$ cat src/bsi_pkg.sv
// Package: register map and fixed widths for the broadcast source index unit.
`timescale 1ns / 1ps
`default_nettype none
package bsi_pkg;

   // configuration port
   localparam int CSR_INDEX_BITS = 2;
   localparam int CSR_DATA_BITS  = 64;
   localparam int RANK_BITS      = 3;

   localparam logic [CSR_INDEX_BITS-1:0] CSR_TARGET_RANK    = 2'd0;
   localparam logic [CSR_INDEX_BITS-1:0] CSR_SOURCE_RANK    = 2'd1;
   localparam logic [CSR_INDEX_BITS-1:0] CSR_TARGET_EXTENTS = 2'd2;
   localparam logic [CSR_INDEX_BITS-1:0] CSR_SOURCE_EXTENTS = 2'd3;

endpackage
`default_nettype wire

$ cat src/bsi_div_cell.sv
// One restoring division step of the index chain, with its own pipeline register.
`timescale 1ns / 1ps
`default_nettype none
module bsi_div_cell
   import bsi_pkg::*;
#(
   parameter int INDEX_BITS  = 32,
   parameter int EXTENT_BITS = 16
) (
   input  wire logic                   clock,
   input  wire logic                   reset,
   input  wire logic [EXTENT_BITS-1:0] divisor,
   input  wire logic                   in_valid,
   output      logic                   in_ready,
   input  wire logic [INDEX_BITS-1:0]  in_word,
   input  wire logic [EXTENT_BITS-1:0] in_rem,
   input  wire logic [INDEX_BITS-1:0]  in_src,
   input  wire logic [INDEX_BITS-1:0]  in_pend,
   output      logic                   out_valid,
   input  wire logic                   out_ready,
   output      logic [INDEX_BITS-1:0]  out_word,
   output      logic [EXTENT_BITS-1:0] out_rem,
   output      logic [INDEX_BITS-1:0]  out_src,
   output      logic [INDEX_BITS-1:0]  out_pend
);

   logic                   valid_ff, valid_in;
   logic [INDEX_BITS-1:0]  word_ff, word_in;
   logic [EXTENT_BITS-1:0] rem_ff, rem_in;
   logic [INDEX_BITS-1:0]  src_ff, pend_ff;
   logic [EXTENT_BITS:0]   trial;
   logic                   fits;

   assign in_ready = !valid_ff || out_ready;
   assign valid_in = in_ready ? in_valid : valid_ff;

   // shift next dividend bit into the partial remainder, subtract if it fits
   always_comb begin
      trial   = {in_rem, in_word[INDEX_BITS-1]};
      fits    = trial >= {1'b0, divisor};
      rem_in  = fits ? EXTENT_BITS'(trial - {1'b0, divisor}) : trial[EXTENT_BITS-1:0];
      word_in = {in_word[INDEX_BITS-2:0], fits};
   end

   always_ff @(posedge clock) begin
      if (reset) begin
         valid_ff <= 1'b0;
      end else begin
         valid_ff <= valid_in;
      end
   end

   always_ff @(posedge clock) begin
      if (in_ready) begin
         word_ff <= word_in;
         rem_ff  <= rem_in;
         src_ff  <= in_src;
         pend_ff <= in_pend;
      end
   end

   assign out_valid = valid_ff;
   assign out_word  = word_ff;
   assign out_rem   = rem_ff;
   assign out_src   = src_ff;
   assign out_pend  = pend_ff;

endmodule
`default_nettype wire

$ cat config.mk
export PLATFORM = sky130hd
export DESIGN_NAME = bsi_div_cell
export DESIGN_NICKNAME = d
export VERILOG_FILES = /design/src/bsi_pkg.sv /design/src/bsi_div_cell.sv
export SDC_FILE = /design/constraint.sdc
export NUM_CORES = 1
export LEC_CHECK = 0
export BUFFER_PORTS_ARGS = -buffer_cell sky130_fd_sc_hd__buf_2
export CORE_UTILIZATION = 45
export CTS_BUF_LIST = sky130_fd_sc_hd__clkbuf_8
export DETAILED_ROUTE_END_ITERATION = 6
export GPL_TIMING_DRIVEN = 0
export PLACE_DENSITY = 0.79
export SYNTH_ARGS = -nofsm -noshare
export SYNTH_HDL_FRONTEND = slang
export SYNTH_SLANG_ARGS = --single-unit
$ cat constraint.sdc
create_clock -name clock -period 5.47 [get_ports clock]
set_input_delay 1.094 -clock clock [delete_from_list [all_inputs] [get_ports clock]]
set_output_delay 1.094 -clock clock [all_outputs]
set_load 0.005 [all_outputs]
* Yosys cells after proc, flatten, opt, wreduce, memory -nomap -nowiden
Index checks and enable logic that the tools add are counted.
Widths: inputs -> output; s select.
** Storage, ports and cells
- Flip-flop bits (word level) :: 113
- Bits of input ports :: 132
- Output and inout port bits :: 114
- Word-level logic and storage cells :: 10
** Cells by class
- $add $sub $neg :: 1
- Order comparisons :: 1
- Multiplexer cells :: 1
- Reduce and logical (&&, ||, !) cells :: 2
** Operator list (number)
- $ge 17x16->1 :: 1
- $mux 16 :: 1
- $sub 16x16->16 :: 1
- $logic_not 1->1 :: 1
- $logic_or 1x1->1 :: 1

* Longest topological paths before layout
- Depth in word-level cells :: 2
- Depth in mapped cells :: 12
- Depth with buffers taken out :: 9

* Least setup slack after synthesis
OpenSTA, ideal clock, no wires.
- Kind :: in2out
- Start :: input port out_ready
- End :: output port in_ready
- Arrival time :: 3857 ps
- Slack :: 519 ps
- Stages :: 1
- Buffers on the path :: 0
- Path through :: nand2b_1
** On the way
- Cells in the longest elaborated chain, start to end :: 1
** Ends and longest elaborated chain
- start, declared :: line bsi_div_cell.sv:20 : input wire logic out_ready,
- $logic_or 1x1->1 :: line bsi_div_cell.sv:34 : assign in_ready = !valid_ff || out_ready;
- end, declared :: line bsi_div_cell.sv:14 : output logic in_ready,
Every way passes these cells.

* Worst setup path after layout
Same ends and word-level chain as after synthesis.

==> impl_results.md <==
* Seq/Total Area, Yosys at 74.04%
* Setup violators final at 0
* Starting Density at 46.53%
* Root buf cell: clkbuf_8
* Cell Pwr Density at 320.3 mW/mm²
* PortBufs at 245
* Max-Cap Viols at 0
* Crit path cell chain: buf_2 > nand2b_4 > buf_16 > buf_2
* CP delay by family, top: buffers and inverters
* GP Congestion at 0.8331
* Global route overflow at 0
* CTS-repair resized insts at 0
* Antenna Nets Post-Route at 0
* WL per Instance at 17.20 µm
* Post-Syn Nets at 418
* Slew Limit Headroom at 59.01%
* Number of synthesized flops with an enable pin at 112
* Clock tree from TritonCTS: yes
* Setup slack at placement at 1.909 ns
* Sequential fraction of design power at 52.0%
* R2R cell count at 2
* CTS Hold Bufs at 0
* Num Clock Sinks at 113
* ANT cells at 0
* DIE WIDTH at 102.8 µm
* Largest net degree at the start of global routing at 74
* Dominant synthesized flop cell: edfxtp_1
* Hold path startpoint: reset
* Setup TNS at 0 ns
* Most frequent CP cell: buf_2
* Worst-skew pair later-pin latency at 0.42 ns
* Final instance area at 0.006350 mm²
* Crit-path max FO at 73
* LEAKAGE at 3.006 nW
* Min Hold Slack at 0.8300 ns
* Max Slew Vio Count at 0
* Pint at 1.556 mW
* CP Buf/Inv Count at 3
* Sw Pwr at 0.4784 mW
* Vias in the first global route at 3,231
* Final worst slack at 2.096 ns
* Crit path launch type: input pin
* Post-DP HPWL at 8968 µm
* Worst reg2reg endpoint: out_word[31]
* Tightest Pin Transition at 0.6149 ns
* Worst EP required at 4.38 ns
* Peak supply drop at 0.0001990 V
* Gate power share at 14.8%
* Vias per cell at 4.866
* Final period utilization at 61.67%
* Sw Ratio at 23.52%
* Core Footprint at 0.009819 mm²
* Critical path class: in -> out
* Mean area per synthesized cell at 16.99 µm²
* DIE HEIGHT at 102.8 µm
* Num ports at 246
* F_max at 296.4 MHz
* Yosys reg bits at 113
* Post-synth ARST share at 0%
* R2r startpoint: out_valid
* Post-Syn Instances at 269
* Max clock buf depth at 2
* Cells after DPL at 648
* CP Data Arrival Time at 2.28 ns
* Setup Buffers After CTS at 0
* Layout area overhead at 38.96%
* WHS Endpoint: out_valid
* Clk pwr share at 33.2%
* Final Hold Viols at 0
* Synth unique cells at 49
* Final core occ at 64.67%
* DRC viols at 0
* Initial DRC count at 101
* Largest stage delay on the critical path at 0.50 ns
* Fill count at 756
* DIE AREA at 0.01056 mm²
* Status: completed
* RSZ-0062 raised after global routing: false
* Slowest cell on the critical path: nand2b_4
* Worst Skew at 0.008120 ns
* Hold path depth at 2
* Crit end category: primary output
* Global-route wire length before repair at 16,540 µm
* Final non-filler cell total at 680
* Minimum clock period at 3.374 ns
* Yosys warns at 0
* Hold Path Class: in -> reg
* Routed wire length at 11,700 µm
* Cts bufs inserted at 17
* Share of cells above drive strength 1 at 53.38%
* Clk pin slew, worst setup/hold paths at 0.06 ns
* Detailed-route via count at 3,309
* Total number of H-tree levels at 4
* Site Rows at 36
* Tot Pwr at 2.034 mW
* Gr usage total at 22.07%
* Dpl cell area at 0.005997 mm²
* Cell area after synthesis at 0.004569 mm²
* DR pass1 iterations at 4
* Nets@finish at 683
* Initial antenna violation count at 0
* Setup slack, reg-to-reg at 3.91 ns
[flip-flops by register name (all words and copies together) (netlist names)]
| signal | cells |
|---|---|
| out_pend | 32 |
| out_src | 32 |
| out_word | 32 |
| out_rem | 16 |
| out_valid | 1 |
[synthesized netlist by cell type (all sizes together) (2+ instances only)]
cell type / count / area (µm²)
a21oi: 5 / 28.78
nand2b: 3 / 18.77
nor3: 3 / 15.01
o211ai: 2 / 15.01
o31ai: 4 / 30.03
a21boi: 4 / 33.78
buf: 4 / 47.54
a211o: 3 / 26.28
a31oi: 2 / 12.51
o21a: 4 / 30.03
nor2: 12 / 45.04
o21ai: 7 / 38.79
inv: 22 / 85.09
o211a: 3 / 30.03
ha: 16 / 200.2
and3: 2 / 12.51
a211oi: 3 / 22.52
and3b: 2 / 17.52
clkbuf: 2 / 7.510
mux2i: 4 / 40.04
nand3: 3 / 15.01
a21o: 5 / 37.54
edfxtp: 112 / 3363
nand4: 2 / 12.51
nand2: 6 / 22.52
mux2: 10 / 138.9
xor2: 4 / 35.03
and2: 3 / 18.77
xnor2: 5 / 43.79
[worst register-to-register path: stages (launching register included)]
cell      delay, ns
dfxtp_1        0.34
nand2b_4       0.47
buf_16         0.38
[logic make-up after synthesis]
logic type	share of synthesized area [%]
flip-flops	74.04
AO/OA/AOI/OAI	7.886
AND/OR/NAND/NOR	4.545
buffers and inverters	3.067
adder cells (fa/ha/maj)	4.819
multiplexers	3.916
XOR/XNOR	1.725
[power groups by stage]
stage                     sequential [mW]  clock (mW)  combinational (mW)
after global routing                 1.07       0.732               0.331
final                                1.06       0.676               0.300
after CTS                            1.06       0.697               0.303
after global placement               1.08           0               0.292
after detailed placement             1.08           0               0.301
after floorplan                      1.09           0               0.132
[final cells by class]
class                      count  area [µm²]  area share (%)
timing repair buffer         246        1254           19.74
sequential                   113        3383           53.28
inverter                      22       85.08           1.340
multi-input combinational    128        1054           16.59
buffer                         6       55.05          0.8670
clock inverter                10       50.05          0.7882
tap                          133       166.4           2.621
clock buffer                  22       302.8           4.768
[worst max path at each step]
stage               start         end  cells after the start
6_report        out_ready    in_ready                      4
3_3_place_gp    out_ready    in_ready                      3
2_1_floorplan   out_ready    in_ready                      1
3_5_place_dp   divisor[7]  out_rem[8]                     13
4_1_cts         out_ready    in_ready                      4
5_1_grt         out_ready    in_ready                      4
[cell usage in the layout (no fill, tap or decap), types with 4 or more instances in the layout]
cell type | synthesis | routed
a21o_1 | 5 | 5
a21oi_1 | 4 | 4
buf_2 | 1 | 246
clkbuf_8 | 0 | 22
edfxtp_1 | 112 | 112
ha_1 | 16 | 16
inv_1 | 21 | 27
mux2_4 | 7 | 7
mux2i_1 | 4 | 4
nand2_1 | 6 | 6
nor2_1 | 12 | 12
o21a_1 | 4 | 4
o21ai_0 | 6 | 6
o31ai_1 | 4 | 4
xnor2_1 | 5 | 5
xor2_1 | 4 | 4
[metal layers]
metal | GRT usage, % | part of all wire, %
met5 | 0 | 0
met4 | 9.101 | 2.3
met3 | 9.356 | 8.8
met2 | 38.26 | 53
met1 | 23.75 | 36
Note: power is estimated with default switching activity, not from simulation.
