**src/bsi_pkg.sv**
```systemverilog
// Package: register map and fixed widths for the broadcast source index unit.
`timescale 1ns / 1ps
`default_nettype none
package bsi_pkg;

   // configuration port
   localparam int CSR_INDEX_BITS = 2;
   localparam int CSR_DATA_BITS  = 64;
   localparam int RANK_BITS      = 3;

   localparam logic [CSR_INDEX_BITS-1:0] CSR_TARGET_RANK    = 2'd0;
   localparam logic [CSR_INDEX_BITS-1:0] CSR_SOURCE_RANK    = 2'd1;
   localparam logic [CSR_INDEX_BITS-1:0] CSR_TARGET_EXTENTS = 2'd2;
   localparam logic [CSR_INDEX_BITS-1:0] CSR_SOURCE_EXTENTS = 2'd3;

endpackage
`default_nettype wire

```
**src/bsi_mac_cell.sv**
```systemverilog
// Dimension close-out cell: scales the coordinate by the source stride and accumulates.
`timescale 1ns / 1ps
`default_nettype none
module bsi_mac_cell
   import bsi_pkg::*;
#(
   parameter int INDEX_BITS  = 32,
   parameter int EXTENT_BITS = 16
) (
   input  wire logic                   clock,
   input  wire logic                   reset,
   input  wire logic [INDEX_BITS-1:0]  stride,
   input  wire logic                   bcast,
   input  wire logic                   in_valid,
   output      logic                   in_ready,
   input  wire logic [INDEX_BITS-1:0]  in_word,
   input  wire logic [EXTENT_BITS-1:0] in_rem,
   input  wire logic [INDEX_BITS-1:0]  in_src,
   input  wire logic [INDEX_BITS-1:0]  in_pend,
   output      logic                   out_valid,
   input  wire logic                   out_ready,
   output      logic [INDEX_BITS-1:0]  out_word,
   output      logic [EXTENT_BITS-1:0] out_rem,
   output      logic [INDEX_BITS-1:0]  out_src,
   output      logic [INDEX_BITS-1:0]  out_pend
);

   logic                              valid_ff, valid_in;
   logic [INDEX_BITS-1:0]             word_ff, src_ff, src_in, pend_ff, pend_in;
   logic [EXTENT_BITS+INDEX_BITS-1:0] prod;

   assign in_ready = !valid_ff || out_ready;
   assign valid_in = in_ready ? in_valid : valid_ff;

   // previous product is added while this one is formed
   always_comb begin
      prod    = {{INDEX_BITS{1'b0}}, in_rem} * {{EXTENT_BITS{1'b0}}, stride};
      pend_in = bcast ? '0 : prod[INDEX_BITS-1:0];
      src_in  = in_src + in_pend;
   end

   always_ff @(posedge clock) begin
      if (reset) begin
         valid_ff <= 1'b0;
      end else begin
         valid_ff <= valid_in;
      end
   end

   always_ff @(posedge clock) begin
      if (in_ready) begin
         word_ff <= in_word;
         src_ff  <= src_in;
         pend_ff <= pend_in;
      end
   end

   assign out_valid = valid_ff;
   assign out_word  = word_ff;
   assign out_rem   = '0;   // fresh remainder for the next division
   assign out_src   = src_ff;
   assign out_pend  = pend_ff;

endmodule
`default_nettype wire

```
**config.mk**
```make
export PLATFORM = sky130hd
export DESIGN_NAME = bsi_mac_cell
export DESIGN_NICKNAME = d
export VERILOG_FILES = /design/src/bsi_pkg.sv /design/src/bsi_mac_cell.sv
export SDC_FILE = /design/constraint.sdc
export NUM_CORES = 1
export LEC_CHECK = 0
export BUFFER_PORTS_ARGS = -buffer_cell sky130_fd_sc_hd__buf_2
export CAP_MARGIN = 0
export CORE_ASPECT_RATIO = 1.1
export CORE_MARGIN = 2
export CORE_UTILIZATION = 55
export CTS_CLUSTER_SIZE = 28
export DETAILED_ROUTE_END_ITERATION = 16
export PLACE_DENSITY = 0.75
export SLEW_MARGIN = 10
export SYNTH_ARGS = -nofsm -noshare
export SYNTH_HDL_FRONTEND = slang
export SYNTH_SLANG_ARGS = --single-unit
```
**constraint.sdc**
```tcl
create_clock -name clock -period 7.1 [get_ports clock]
set_clock_uncertainty 0.1 [all_clocks]
set_input_delay 0.71 -clock clock [delete_from_list [all_inputs] [get_ports clock]]
set_output_delay 0.71 -clock clock [all_outputs]
set_load 0.03 [all_outputs]
```
**Word level (Yosys, flattened, before mapping)**

Cells that the tools add are included.

- $add $sub $neg: 1
- Multiply operators: 1
- Reduce and logical (&&, ||, !) cells: 2

Operators with widths:

| operator | count |
|---|---|
| adder 32 bit | 1 |
| multiplier 16 x 32 -> 32 bit | 1 |
| logical NOT 1 bit | 1 |
| logical OR 1 bit | 1 |

- Register bits: 97
- Input port bits: 149
- Word-level logic and storage cells: 8

**Longest topological paths before layout**

- Depth after elaboration: 2
- Gate-level depth with buffers: 24
- Gate-level depth less buffers: 21

**Worst setup path after synthesis**

OpenSTA, ideal clock, no wires.

- Path type: input -> register
- Start point: in in_rem[3]
- End point: reg pend_ff[30], in the netlist out_pend[30], data pin
- Library setup time: 262 ps
- Arrival: 6211 ps
- Data required time: 6738 ps
- Setup slack: 527 ps
- Stages: 22
- Cell sequence: clkbuf_1 > clkbuf_1 > nand2_1 > fa_1 > fa_1 > fa_1 > inv_1 > fa_1 > fa_1 > inv_1 > fa_1 > inv_1 > ha_1 > buf_2 > a21o_1 > a21oi_1 > o21ai_1 > a21o_1 > a211oi_1 > a21oi_2 > o31ai_1 > mux2_1

- Word-level cells in the longest chain between the ends: 1

RTL lines:

| item | line | text |
|---|---|---|
| from (decl) | bsi_mac_cell.sv:17 | `input wire logic [EXTENT_BITS-1:0] in_rem,` |
| multiplier 16 x 32 -> 32 bit | bsi_mac_cell.sv:37 | `prod = {{INDEX_BITS{1'b0}}, in_rem} * {{EXTENT_BITS{1'b0}}, stride};` |
| to (signal assigned) | bsi_mac_cell.sv:54 | `pend_ff <= pend_in;` |
| to (decl) | bsi_mac_cell.sv:29 | `logic [INDEX_BITS-1:0] word_ff, src_ff, src_in, pend_ff, pend_in;` |

No other way between the ends.
A chain may end at the register's enable or synchronous reset.

**Worst setup path in the final report**

- Start point: in stride[7]
- End point: reg pend_ff[31], in the netlist out_pend[31], data pin

- Word-level cells in the longest chain between the ends: 1

RTL lines:

| item | line | text |
|---|---|---|
| from (decl) | bsi_mac_cell.sv:12 | `input wire logic [INDEX_BITS-1:0] stride,` |
| multiplier 16 x 32 -> 32 bit | bsi_mac_cell.sv:37 |  |

No other way between the ends.

==> results.json <==
{
  "status": "finished clean",
  "cp_top_family": "adder cells",
  "hold_viol_final": 0,
  "rsz0062_at_grt": "false",
  "grt_overflow": 0,
  "grt_pass1_vias": 13100,
  "cts.reportedPaths.clkPinSlew_ns": 0.07,
  "tightest_slew_ns": 0.767,
  "fmax_mhz": 149,
  "crit_path_end_kind": "flop",
  "syn_inst": 1693,
  "grt_util_all_layers_pct": 27.5,
  "die_h_um": 184,
  "fin_crit_ns": 6.72,
  "fillers": 2396,
  "path_max_fanout": 16,
  "grt_pass1_wl_um": 65800,
  "syn_area_per_cell_sq_um": 9.56,
  "cp.arrival_ns": 6.70,
  "finalWirelength_um": 40500,
  "ant_nets": 0,
  "fin_setup_tns_ns": 0,
  "layout_common_cells": "inv_1 (350), fa_1 (305), nand2_1 (281), buf_2 (246), and2_1 (140)",
  "grt_max_degree": 46,
  "r2r_setup_slack_ns": 5.26,
  "setup_viol": 0,
  "cts_tree": "done",
  "ys_seq_elements": 97,
  "drc_errors": 0,
  "critPathKind": "in2reg",
  "hpwl_um": 33300,
  "ys_seq_area_share_pct": 17.9,
  "cp_slowest_stage_delay_ns": 0.55,
  "wl_per_cell_um": 17.7,
  "synthesis.area_sq_mm": 0.0162,
  "min_to": "out_valid",
  "min_path_type": "in2reg",
  "synthArstFlopShare_pct": 0,
  "core_area_sq_mm": 0.0289,
  "place.gp.congestion": 0.959,
  "pin_count": 263,
  "rr_startpoint": "out_valid",
  "firstDrtPassIters": 6,
  "postCtsHoldBufs": 0,
  "clock-sinks": 97,
  "via_per_inst": 5.40,
  "synth_edf_count": 96,
  "start_util_pct": 56.1,
  "layout_commonest_cell": "inv_1",
  "cp_common_cell": "fa_1",
  "h-tree-depth": 3,
  "hp-start": "reset",
  "portBuffers": 246,
  "yosys_warnings": 0,
  "post-route-period-util_pct": 94.7,
  "r2r_cells": 2,
  "cts_root_buf": "clkbuf_16",
  "first_iter_violations": 1033,
  "cp_slowest_cell": "fa_1",
  "synth_top_cell_area_share_pct": 37.7,
  "grt_antenna_before_repair": 0,
  "postCtsSetupRepairBufs": 0,
  "die-area_sq_mm": 0.0308,
  "areaGrowthSynthToFinish_pct": 12.0,
  "max_slew_margin_pct": 48.9,
  "nets": 2470,
  "antenna_cells": 0,
  "clock_latency_ns": 0.35,
  "cts_buffers": 9,
  "holdPathStages": 2,
  "synth_area_leaders": "fa_1 (38%), edfxtp_1 (18%), inv_1 (8.1%)",
  "synth_cell_types": 72,
  "vias": 12400,
  "yosys_most_used_dff": "edfxtp_1",
  "crit_chain": "buf_2, nand2_1, fa_1, inv_1, fa_1, inv_1, fa_1, inv_1, fa_1, fa_1, inv_1, fa_1, inv_1, ha_1, nand2_1, o211ai_1, o21bai_1, a31oi_1, buf_4, o31ai_1, o21ai_1, xnor2_1, nor2_1",
  "die_width_um": 168,
  "crit_required_ns": 7.07,
  "rows": 65,
  "post_cts_resized": 0,
  "drv_cap": 0,
  "max-clock-path-buffers": 2,
  "cp-start-kind": "primary input",
  "cp_num_buf_inv": 7,
  "final_layout_size_suffix_gt1_share_pct": 16.7,
  "drv_slew": 0,
  "synth_top_cell_by_area": "fa_1",
  "worstReg2RegEnd": "out_src[3]"
}
## cell usage after synthesis (2+ instances only)
cell / count
a21oi_1: 43
a211o_1: 4
nand3_1: 9
a211oi_2: 3
edfxtp_1: 96
or3_1: 3
o211ai_1: 4
a31oi_1: 5
inv_1: 350
xnor2_1: 55
clkbuf_1: 62
o21a_1: 9
nand2b_1: 6
o21ai_0: 22
and3_1: 3
buf_4: 16
o21ai_1: 7
nand2_1: 281
o31ai_1: 5
or4_1: 2
and2_1: 140
o221ai_1: 2
mux2_1: 2
nor2_1: 53
a21o_1: 14
xor2_1: 21
buf_1: 2
nand4_1: 3
a211oi_1: 5
fa_1: 305
nor2b_1: 12
nor3_1: 8
o21bai_1: 7
ha_1: 96
## registers in the layout (all words and copies together), names as in the netlist
| name | count |
|---|---|
| out_valid | 1 |
| out_word | 32 |
| out_src | 32 |
| out_pend | 32 |
## worst max-delay path by stage
stage                    to  cells after the start  slack [ns]  startpoint
6_report       out_pend[31]                     23        0.38   stride[7]
5_1_grt        out_pend[31]                     21        0.16   in_rem[1]
4_1_cts        out_pend[31]                     21        0.52   in_rem[2]
3_5_place_dp   out_pend[31]                     21        0.13   in_rem[2]
3_3_place_gp   out_pend[31]                     21        0.23   in_rem[2]
2_1_floorplan  out_pend[30]                     22        0.53   in_rem[3]
## worst reg2reg max path: stages (launching register included)
cell and delay, ns:
dfxtp_1 0.34, nand2b_4 0.40, buf_4 0.59
## final cells by class
class                      count  area, sq um  share of cell area [%]
tap                          368          460                    2.54
inverter                     350         1310                    7.24
clock buffer                   9          225                    1.24
sequential                    97         2900                    16.0
timing repair buffer         282         1500                    8.28
multi-input combinational   1180        11700                    64.4
clock inverter                 7         61.3                   0.338
## metrics by stage
stage	instances	instance area [sq um]	util [%]	setup WS, ns	hold WS, ns
2_1_floorplan	1708	16200	-	0.527	0.679
3_3_place_gp	2277	17900	61.8	0.225	0.764
3_5_place_dp	2277	17900	61.8	0.127	0.770
4_1_cts	2293	18100	62.8	0.521	0.373
5_1_grt	2293	18100	62.8	0.164	0.379
6_report	2293	18100	62.8	0.379	0.402
## per-layer routing
layer / vias to the layer above / GRT usage, % / wire length (um)
li1: 5568 / - / -
met4: 0 / 12.4 / 1780
met2: 592 / 49.6 / 20800
met1: 6131 / 32.6 / 14800
met3: 98 / 4.03 / 3120
met5: - / 0 / 0
## logic make-up (layout without fill, tap and decap cells)
| kind of cell | count (synthesis) | count (layout) | share of synthesized area (%) |
|---|---|---|---|
| XOR/XNOR | 76 | 76 | 4.11 |
| AO/OA/AOI/OAI | 157 | 157 | 7.02 |
| other | 1 | 16 | 0.0232 |
| adder cells (fa/ha/maj) | 401 | 401 | 45.1 |
| multiplexers | 3 | 3 | 0.209 |
| AND/OR/NAND/NOR | 527 | 527 | 15.2 |
| buffers and inverters | 431 | 648 | 10.4 |
| flip-flops | 97 | 97 | 17.9 |
Power is left out: the tool's default activity adds up to more than one toggle a clock period on the data nets, which glitch-free logic cannot reach.
