File: config.mk
export PLATFORM = sky130hd
export DESIGN_NAME = bsi_shape
export DESIGN_NICKNAME = d
export VERILOG_FILES = /design/src/bsi_pkg.sv /design/src/bsi_shape.sv
export SDC_FILE = /design/constraint.sdc
export NUM_CORES = 2
export LEC_CHECK = 0
export BUFFER_PORTS_ARGS = -buffer_cell sky130_fd_sc_hd__clkbuf_2
export CAP_MARGIN = 20
export CORE_MARGIN = 2
export CORE_UTILIZATION = 47
export DETAILED_ROUTE_END_ITERATION = 16
export GPL_ROUTABILITY_DRIVEN = 0
export PLACE_DENSITY = 0.77
export SLEW_MARGIN = 30
export SYNTH_ARGS = -nofsm -noshare
export SYNTH_HDL_FRONTEND = slang
export SYNTH_SLANG_ARGS = --single-unit
export TNS_END_PERCENT = 100
File: constraint.sdc
create_clock -name clock -period 9.95 [get_ports clock]
set_clock_uncertainty 0.15 [all_clocks]
set_input_delay 0.4975 -clock clock [delete_from_list [all_inputs] [get_ports clock]]
set_output_delay 0.4975 -clock clock [all_outputs]
set_load 0.02 [all_outputs]
File: src/bsi_pkg.sv
// Package: register map and fixed widths for the broadcast source index unit.
`timescale 1ns / 1ps
`default_nettype none
package bsi_pkg;

   // configuration port
   localparam int CSR_INDEX_BITS = 2;
   localparam int CSR_DATA_BITS  = 64;
   localparam int RANK_BITS      = 3;

   localparam logic [CSR_INDEX_BITS-1:0] CSR_TARGET_RANK    = 2'd0;
   localparam logic [CSR_INDEX_BITS-1:0] CSR_SOURCE_RANK    = 2'd1;
   localparam logic [CSR_INDEX_BITS-1:0] CSR_TARGET_EXTENTS = 2'd2;
   localparam logic [CSR_INDEX_BITS-1:0] CSR_SOURCE_EXTENTS = 2'd3;

endpackage
`default_nettype wire

File: src/bsi_shape.sv
// Shape registers and per-dimension divisors, broadcast marks and source strides.
`timescale 1ns / 1ps
`default_nettype none
module bsi_shape
   import bsi_pkg::*;
#(
   parameter int MAX_DIMS    = 4,
   parameter int EXTENT_BITS = 16,
   parameter int INDEX_BITS  = 32
) (
   input  wire logic                                  clock,
   input  wire logic                                  reset,
   input  wire logic                                  csr_we,
   input  wire logic [CSR_INDEX_BITS-1:0]             csr_index,
   input  wire logic [CSR_DATA_BITS-1:0]              csr_wdata,
   output      logic [MAX_DIMS-1:0][EXTENT_BITS-1:0]  divisor,
   output      logic [MAX_DIMS-1:0][INDEX_BITS-1:0]   stride,
   output      logic [MAX_DIMS-1:0]                   bcast,
   output      logic                                  shape_err
);

   localparam int PAD_BITS = MAX_DIMS * EXTENT_BITS + CSR_DATA_BITS;

   logic [RANK_BITS-1:0]     trank_ff, srank_ff;
   logic [CSR_DATA_BITS-1:0] text_ff, sext_ff;

   logic [PAD_BITS-1:0]                 tpad, spad;
   logic [MAX_DIMS-1:0][EXTENT_BITS-1:0] tdim_in, sdim_in;
   logic [MAX_DIMS-1:0][EXTENT_BITS-1:0] tdim_ff, sdim_ff;
   logic [MAX_DIMS-1:0]                  bcast_in, bcast_ff;
   logic                                 err_in, err_ff;
   logic [MAX_DIMS-1:0][INDEX_BITS-1:0]  stride_ff;

   always_ff @(posedge clock) begin
      if (reset) begin
         trank_ff <= RANK_BITS'(1);
         srank_ff <= RANK_BITS'(1);
         text_ff  <= CSR_DATA_BITS'(1);
         sext_ff  <= CSR_DATA_BITS'(1);
      end else if (csr_we) begin
         case (csr_index)
            CSR_TARGET_RANK:    trank_ff <= csr_wdata[RANK_BITS-1:0];
            CSR_SOURCE_RANK:    srank_ff <= csr_wdata[RANK_BITS-1:0];
            CSR_TARGET_EXTENTS: text_ff  <= csr_wdata;
            CSR_SOURCE_EXTENTS: sext_ff  <= csr_wdata;
            default: ;
         endcase
      end
   end

   // dimension j counts from the innermost; fields past the register read as zero
   assign tpad = {{(MAX_DIMS*EXTENT_BITS){1'b0}}, text_ff};
   assign spad = {{(MAX_DIMS*EXTENT_BITS){1'b0}}, sext_ff};

   always_comb begin
      err_in = (trank_ff == '0) || (int'(trank_ff) > MAX_DIMS) || (srank_ff > trank_ff);
      for (int j = 0; j < MAX_DIMS; j++) begin
         tdim_in[j] = EXTENT_BITS'(1);
         sdim_in[j] = EXTENT_BITS'(1);
         for (int i = 0; i < MAX_DIMS; i++) begin
            if (int'(trank_ff) == i + j + 1) begin
               tdim_in[j] = tpad[EXTENT_BITS*i +: EXTENT_BITS];
            end
            if (int'(srank_ff) == i + j + 1) begin
               sdim_in[j] = spad[EXTENT_BITS*i +: EXTENT_BITS];
            end
         end
         if (j < int'(trank_ff) && (tdim_in[j] == '0 || sdim_in[j] == '0)) begin
            err_in = 1'b1;
         end
         bcast_in[j] = (sdim_in[j] == EXTENT_BITS'(1));
      end
   end

   always_ff @(posedge clock) begin
      tdim_ff  <= tdim_in;
      sdim_ff  <= sdim_in;
      bcast_ff <= bcast_in;
      err_ff   <= err_in;
   end

   // source strides, one multiply per stage, innermost outward
   logic [EXTENT_BITS+INDEX_BITS-1:0] sprod [MAX_DIMS];
   assign stride_ff[0] = INDEX_BITS'(1);
   assign sprod[0]     = '0;
   for (genvar j = 1; j < MAX_DIMS; j++) begin : g_stride
      assign sprod[j] = {{EXTENT_BITS{1'b0}}, stride_ff[j-1]}
                      * {{INDEX_BITS{1'b0}}, sdim_ff[j-1]};
      always_ff @(posedge clock) begin
         stride_ff[j] <= sprod[j][INDEX_BITS-1:0];
      end
   end

   assign divisor   = tdim_ff;
   assign stride    = stride_ff;
   assign bcast     = bcast_ff;
   assign shape_err = err_ff | (|sprod[0]);

endmodule
`default_nettype wire

* After elaboration in Yosys (flattened, before gate mapping) *
Cells that the tools add are included.

cells by class
  eq/ne operators = 21
  reduce and logical (&&, ||, !) cells = 25
  muxes and demuxes = 32
  multiply operators = 2
  order comparisons = 6

operators with widths
  kind                                                                    number
  16-bit 2-to-1 mux                                                       32
  16-bit logical NOT                                                      8
  16-bit by 1-bit equality test with 1-bit output, second input constant  4
  16-bit by 16-bit multiplier with 32-bit output                          1
  32-bit by 16-bit multiplier with 32-bit output                          1
  3-bit equality test, second input constant                              8
  3-bit by 2-bit equality test with 1-bit output, second input constant   4
  2-bit AND reduction                                                     4
  3-bit by 1-bit equality test with 1-bit output, second input constant   2
  1-bit logical OR                                                        6
  1-bit by 3-bit < comparator with 1-bit output, first input constant     2
  2-bit by 3-bit < comparator with 1-bit output, first input constant     2
  2-bit equality test, second input constant                              2
  1-bit logical AND                                                       4
  4-bit OR reduction                                                      1
  3-bit greater-than comparator                                           1
  3-bit greater-than comparator, second input constant                    1
  3-bit logical NOT                                                       1
  2-bit by 1-bit equality test with 1-bit output, second input constant   1
  2-bit logical NOT                                                       1

word-level totals
  register bits = 331
  output and inout bits = 197

* Longest topological paths before layout *
  word-level depth = 9
  depth in mapped cells = 24
  mapped depth without buffers = 22

* Least setup slack after synthesis *
No wires, ideal clock.

  kind = register -> register
  start = register sdim_ff[34] in the netlist's numbering
  end = register stride_ff, in the netlist stride[127]
  data arrival time = 6.071 ns
  path slack = 3.610 ns
  path buffers = 2
  stages on the path, launching flop included = 23
  cells stage by stage = dfxtp_1 > clkbuf_1 > clkbuf_1 > nand2_1 > fa_1 > fa_1 > fa_1 > inv_1 > fa_1 > fa_1 > inv_1 > fa_1 > inv_1 > ha_1 > a21oi_1 > o21ai_0 > or3_2 > o311a_1 > o221ai_2 > o211ai_2 > a31o_1 > a21oi_2 > xnor2_1

RTL lines
  item                           line             text
  start, declared                bsi_shape.sv:29  logic [MAX_DIMS-1:0][EXTENT_BITS-1:0] tdim_ff, sdim_ff;
  start signal, assigned         bsi_shape.sv:77  sdim_ff <= sdim_in;
  end signal, assigned by index  bsi_shape.sv:90  stride_ff[j] <= sprod[j][INDEX_BITS-1:0];
  end, declared                  bsi_shape.sv:32  logic [MAX_DIMS-1:0][INDEX_BITS-1:0] stride_ff;

==> results.ini <==
[route]
postRouteAntennaNets=0
drtIter0Drc=2767
routed_wl_um=92300
vias=26192
drc=0
wl_per_cell_um=19.7
drtPass1Iterations=8
viasPerCell=5.59

[cells_and_area]
final_common_cell=nand2_1
drive_above_1_share_pct=8.95
final.fill_count=6083
diodes=0
final_core_util_pct=51.4
nNetsFinal=4514
mostFrequentLayoutCells=nand2_1 (683), inv_1 (567), fa_1 (498), dfxtp_1 (325), and2_1 (291)
seqCellArea_um2=6630
area_growth_pct=8.62
finalNonFillerCells=4683
multi_input_area_um2=22700

[floorplan]
fp.coreArea_um2=68300
die_w_um=266
rows=96
die_area_um2=70900
start_util_pct=47.3
io-pin-count=266
fp.dieH_um=266

[setup_path]
cp.arrival_ns=7.32
required_ns=10.24
endpoint_kind=flop
cp-start-kind=flop
crit_type=flop to flop
crit_fanout=20

[global_route]
grt.overflow.total=0
grt_start_max_net_pins=88
track_usage_pct=26.2
antenna_found_initial=1
grt_pass1_vias=26691
grt_pass1_wl_um=146000

[cts]
ctsResizeCount=0
cts_max_level=2
cts_tree=built
cts_buffers=38
cts.path.max_buffers=3
cts_root_buffer=clkbuf_16
clock_latency_ns=0.58
cts.sinks=331
cts.reportedPaths.clkPinSlew_ns=0.07

[placement]
hpwl_um=69500
io_buffers=217
dp.cells=4614

[synth]
synth_cells=3684
mappedNetlistArea_um2=32300
synth_flop_cell=dfxtp_1
async_flop_share_pct=0
synth.ff_latch_count=331
synth_edf_count=0
yosys_warnings=0
post_synth.cell_area_avg_um2=8.77
ys_top_cells_by_area=fa_1 (31%), dfxtp_1 (21%), nand2_1 (7.9%), ha_1 (6.7%), inv_1 (6.6%)
yosysTopAreaCell=fa_1
ys_seq_area_share_pct=20.5
synth_cell_type_count=73
synth.top_cell.area_share_pct=30.8

[power]
max-vdd-ir-drop_v=0.000132
power.density_nw_per_um2=91.9
p_leak_nw=16.4

[sta]
fin_crit_ns=7.03
rsz0062_at_grt=no
maxSlewHeadroom_pct=30.5
setup_viol=0
tightest_slew_ns=1.04
hold_violations=0
fin_crit_sh_pct=70.6
finalMaxSlewViolations=0
max_freq_mhz=142
fin_tns_setup_ns=0

[status]
status=finished clean

[hold_path]
hp-class=input pin to flop

[job]
maxCapViolations=0

[synthesized netlist by cell type (all sizes together) (4+ instances only)]
library cell  instances
a211oi               15
a21o                 21
a21oi               199
a222oi                7
a22o                  9
a22oi                58
a31o                  4
a31oi                 5
and2                292
and3                 11
buf                  69
clkbuf              173
dfxtp               331
fa                  498
ha                  172
inv                 567
mux2                  6
mux2i                86
nand2               683
nand2b                8
nand3                20
nand3b                7
nand4                12
nor2                 90
nor2b                10
nor3                 23
nor4                 29
o211ai                8
o21a                 17
o21ai                48
o21bai                7
o22a                  4
o22ai                63
or3                   9
xnor2                62
xor2                 17
[final cells by class]
cell class / instances / area share (%)
Inverter: 567 / 6.06
Timing Repair Buffer: 247 / 3.76
Clock inverter: 18 / 0.663
Sequential cell: 331 / 18.9
Tap cell: 882 / 3.14
Clock buffer: 48 / 2.90
Multi-Input combinational cell: 2590 / 64.6
[worst max-delay path, cell delays in order (launching register included)]
cell and delay, ns:
dfxtp_1 1.01, nand2_1 0.17, fa_1 0.53, inv_1 0.06, fa_1 0.57, fa_1 0.44
fa_1 0.49, fa_1 0.50, inv_1 0.05, fa_1 0.48, inv_1 0.04, ha_1 0.35
a21oi_1 0.22, nor2_1 0.08, or3_2 0.43, o311a_1 0.40, o221ai_2 0.30, o211ai_2 0.15
a31o_1 0.26, a21oi_2 0.15, xnor2_1 0.08
[flip-flops by register name, indices dropped and copies added (netlist names)]
register	count
stride	80
shape_err	1
bcast	4
sdim_ff	48
text_ff	64
divisor	64
srank_ff	3
sext_ff	64
trank_ff	3
[power breakdown]
group	internal (mW)	switching, mW
combinational	0.110	0.234
sequential	1.37	0.0857
clock	0.814	0.611
[worst paths after layout]
| check | endpoint | start | cells after the start | slack (ns) |
|---|---|---|---|---|
| max | stride[127] | sdim_ff[44] | 20 | 2.92 |
| min reg2reg | stride[46] | sdim_ff[14] | 0 | 0.17 |
| min | sext_ff[49] | csr_wdata[49] | 3 | 0.02 |
| max reg2reg | stride[127] | sdim_ff[44] | 20 | 2.92 |
[metrics by stage]
stage / hold WS, ns / setup WS, ns / cell area (µm²) / total power [mW]
after floorplan: 0.160 / 3.61 / 32500 / 1.68
after global placement: 0.160 / 3.08 / 33800 / 1.82
after detailed placement: 0.162 / 2.93 / 33800 / 1.82
after CTS: 0.00273 / 2.88 / 35100 / 3.24
after global routing: 0.0125 / 2.68 / 35100 / 3.33
final: 0.0152 / 2.92 / 35100 / 3.23
[kinds of logic after synthesis]
kind of cell,after synthesis,share of synthesized area [%]
and+or+nand+nor,1211,17.4
buffers and inverters,809,10.0
adders and majority gates,670,37.5
AOI/OAI and AO/OA,490,9.50
DFF,331,20.5
muxes,92,2.87
xor gates and xnor gates,79,2.14
other,2,0.0232
[routing by layer]
layer / wire length [µm] / GRT usage (%) / vias up
li1: - / - / 11624
met1: 35600 / 33.6 / 12778
met2: 42800 / 43.0 / 1483
met3: 9110 / 4.98 / 305
met4: 4800 / 12.1 / 2
met5: 7 / 0 / -
[what timing repair did]
action	in CTS	in global routing
hold buffers	3	0
buffers inserted	0	0
endpoints found under the hold margin	4	0
setup endpoints to repair	0	0
Power figures use the tool's default switching activity.
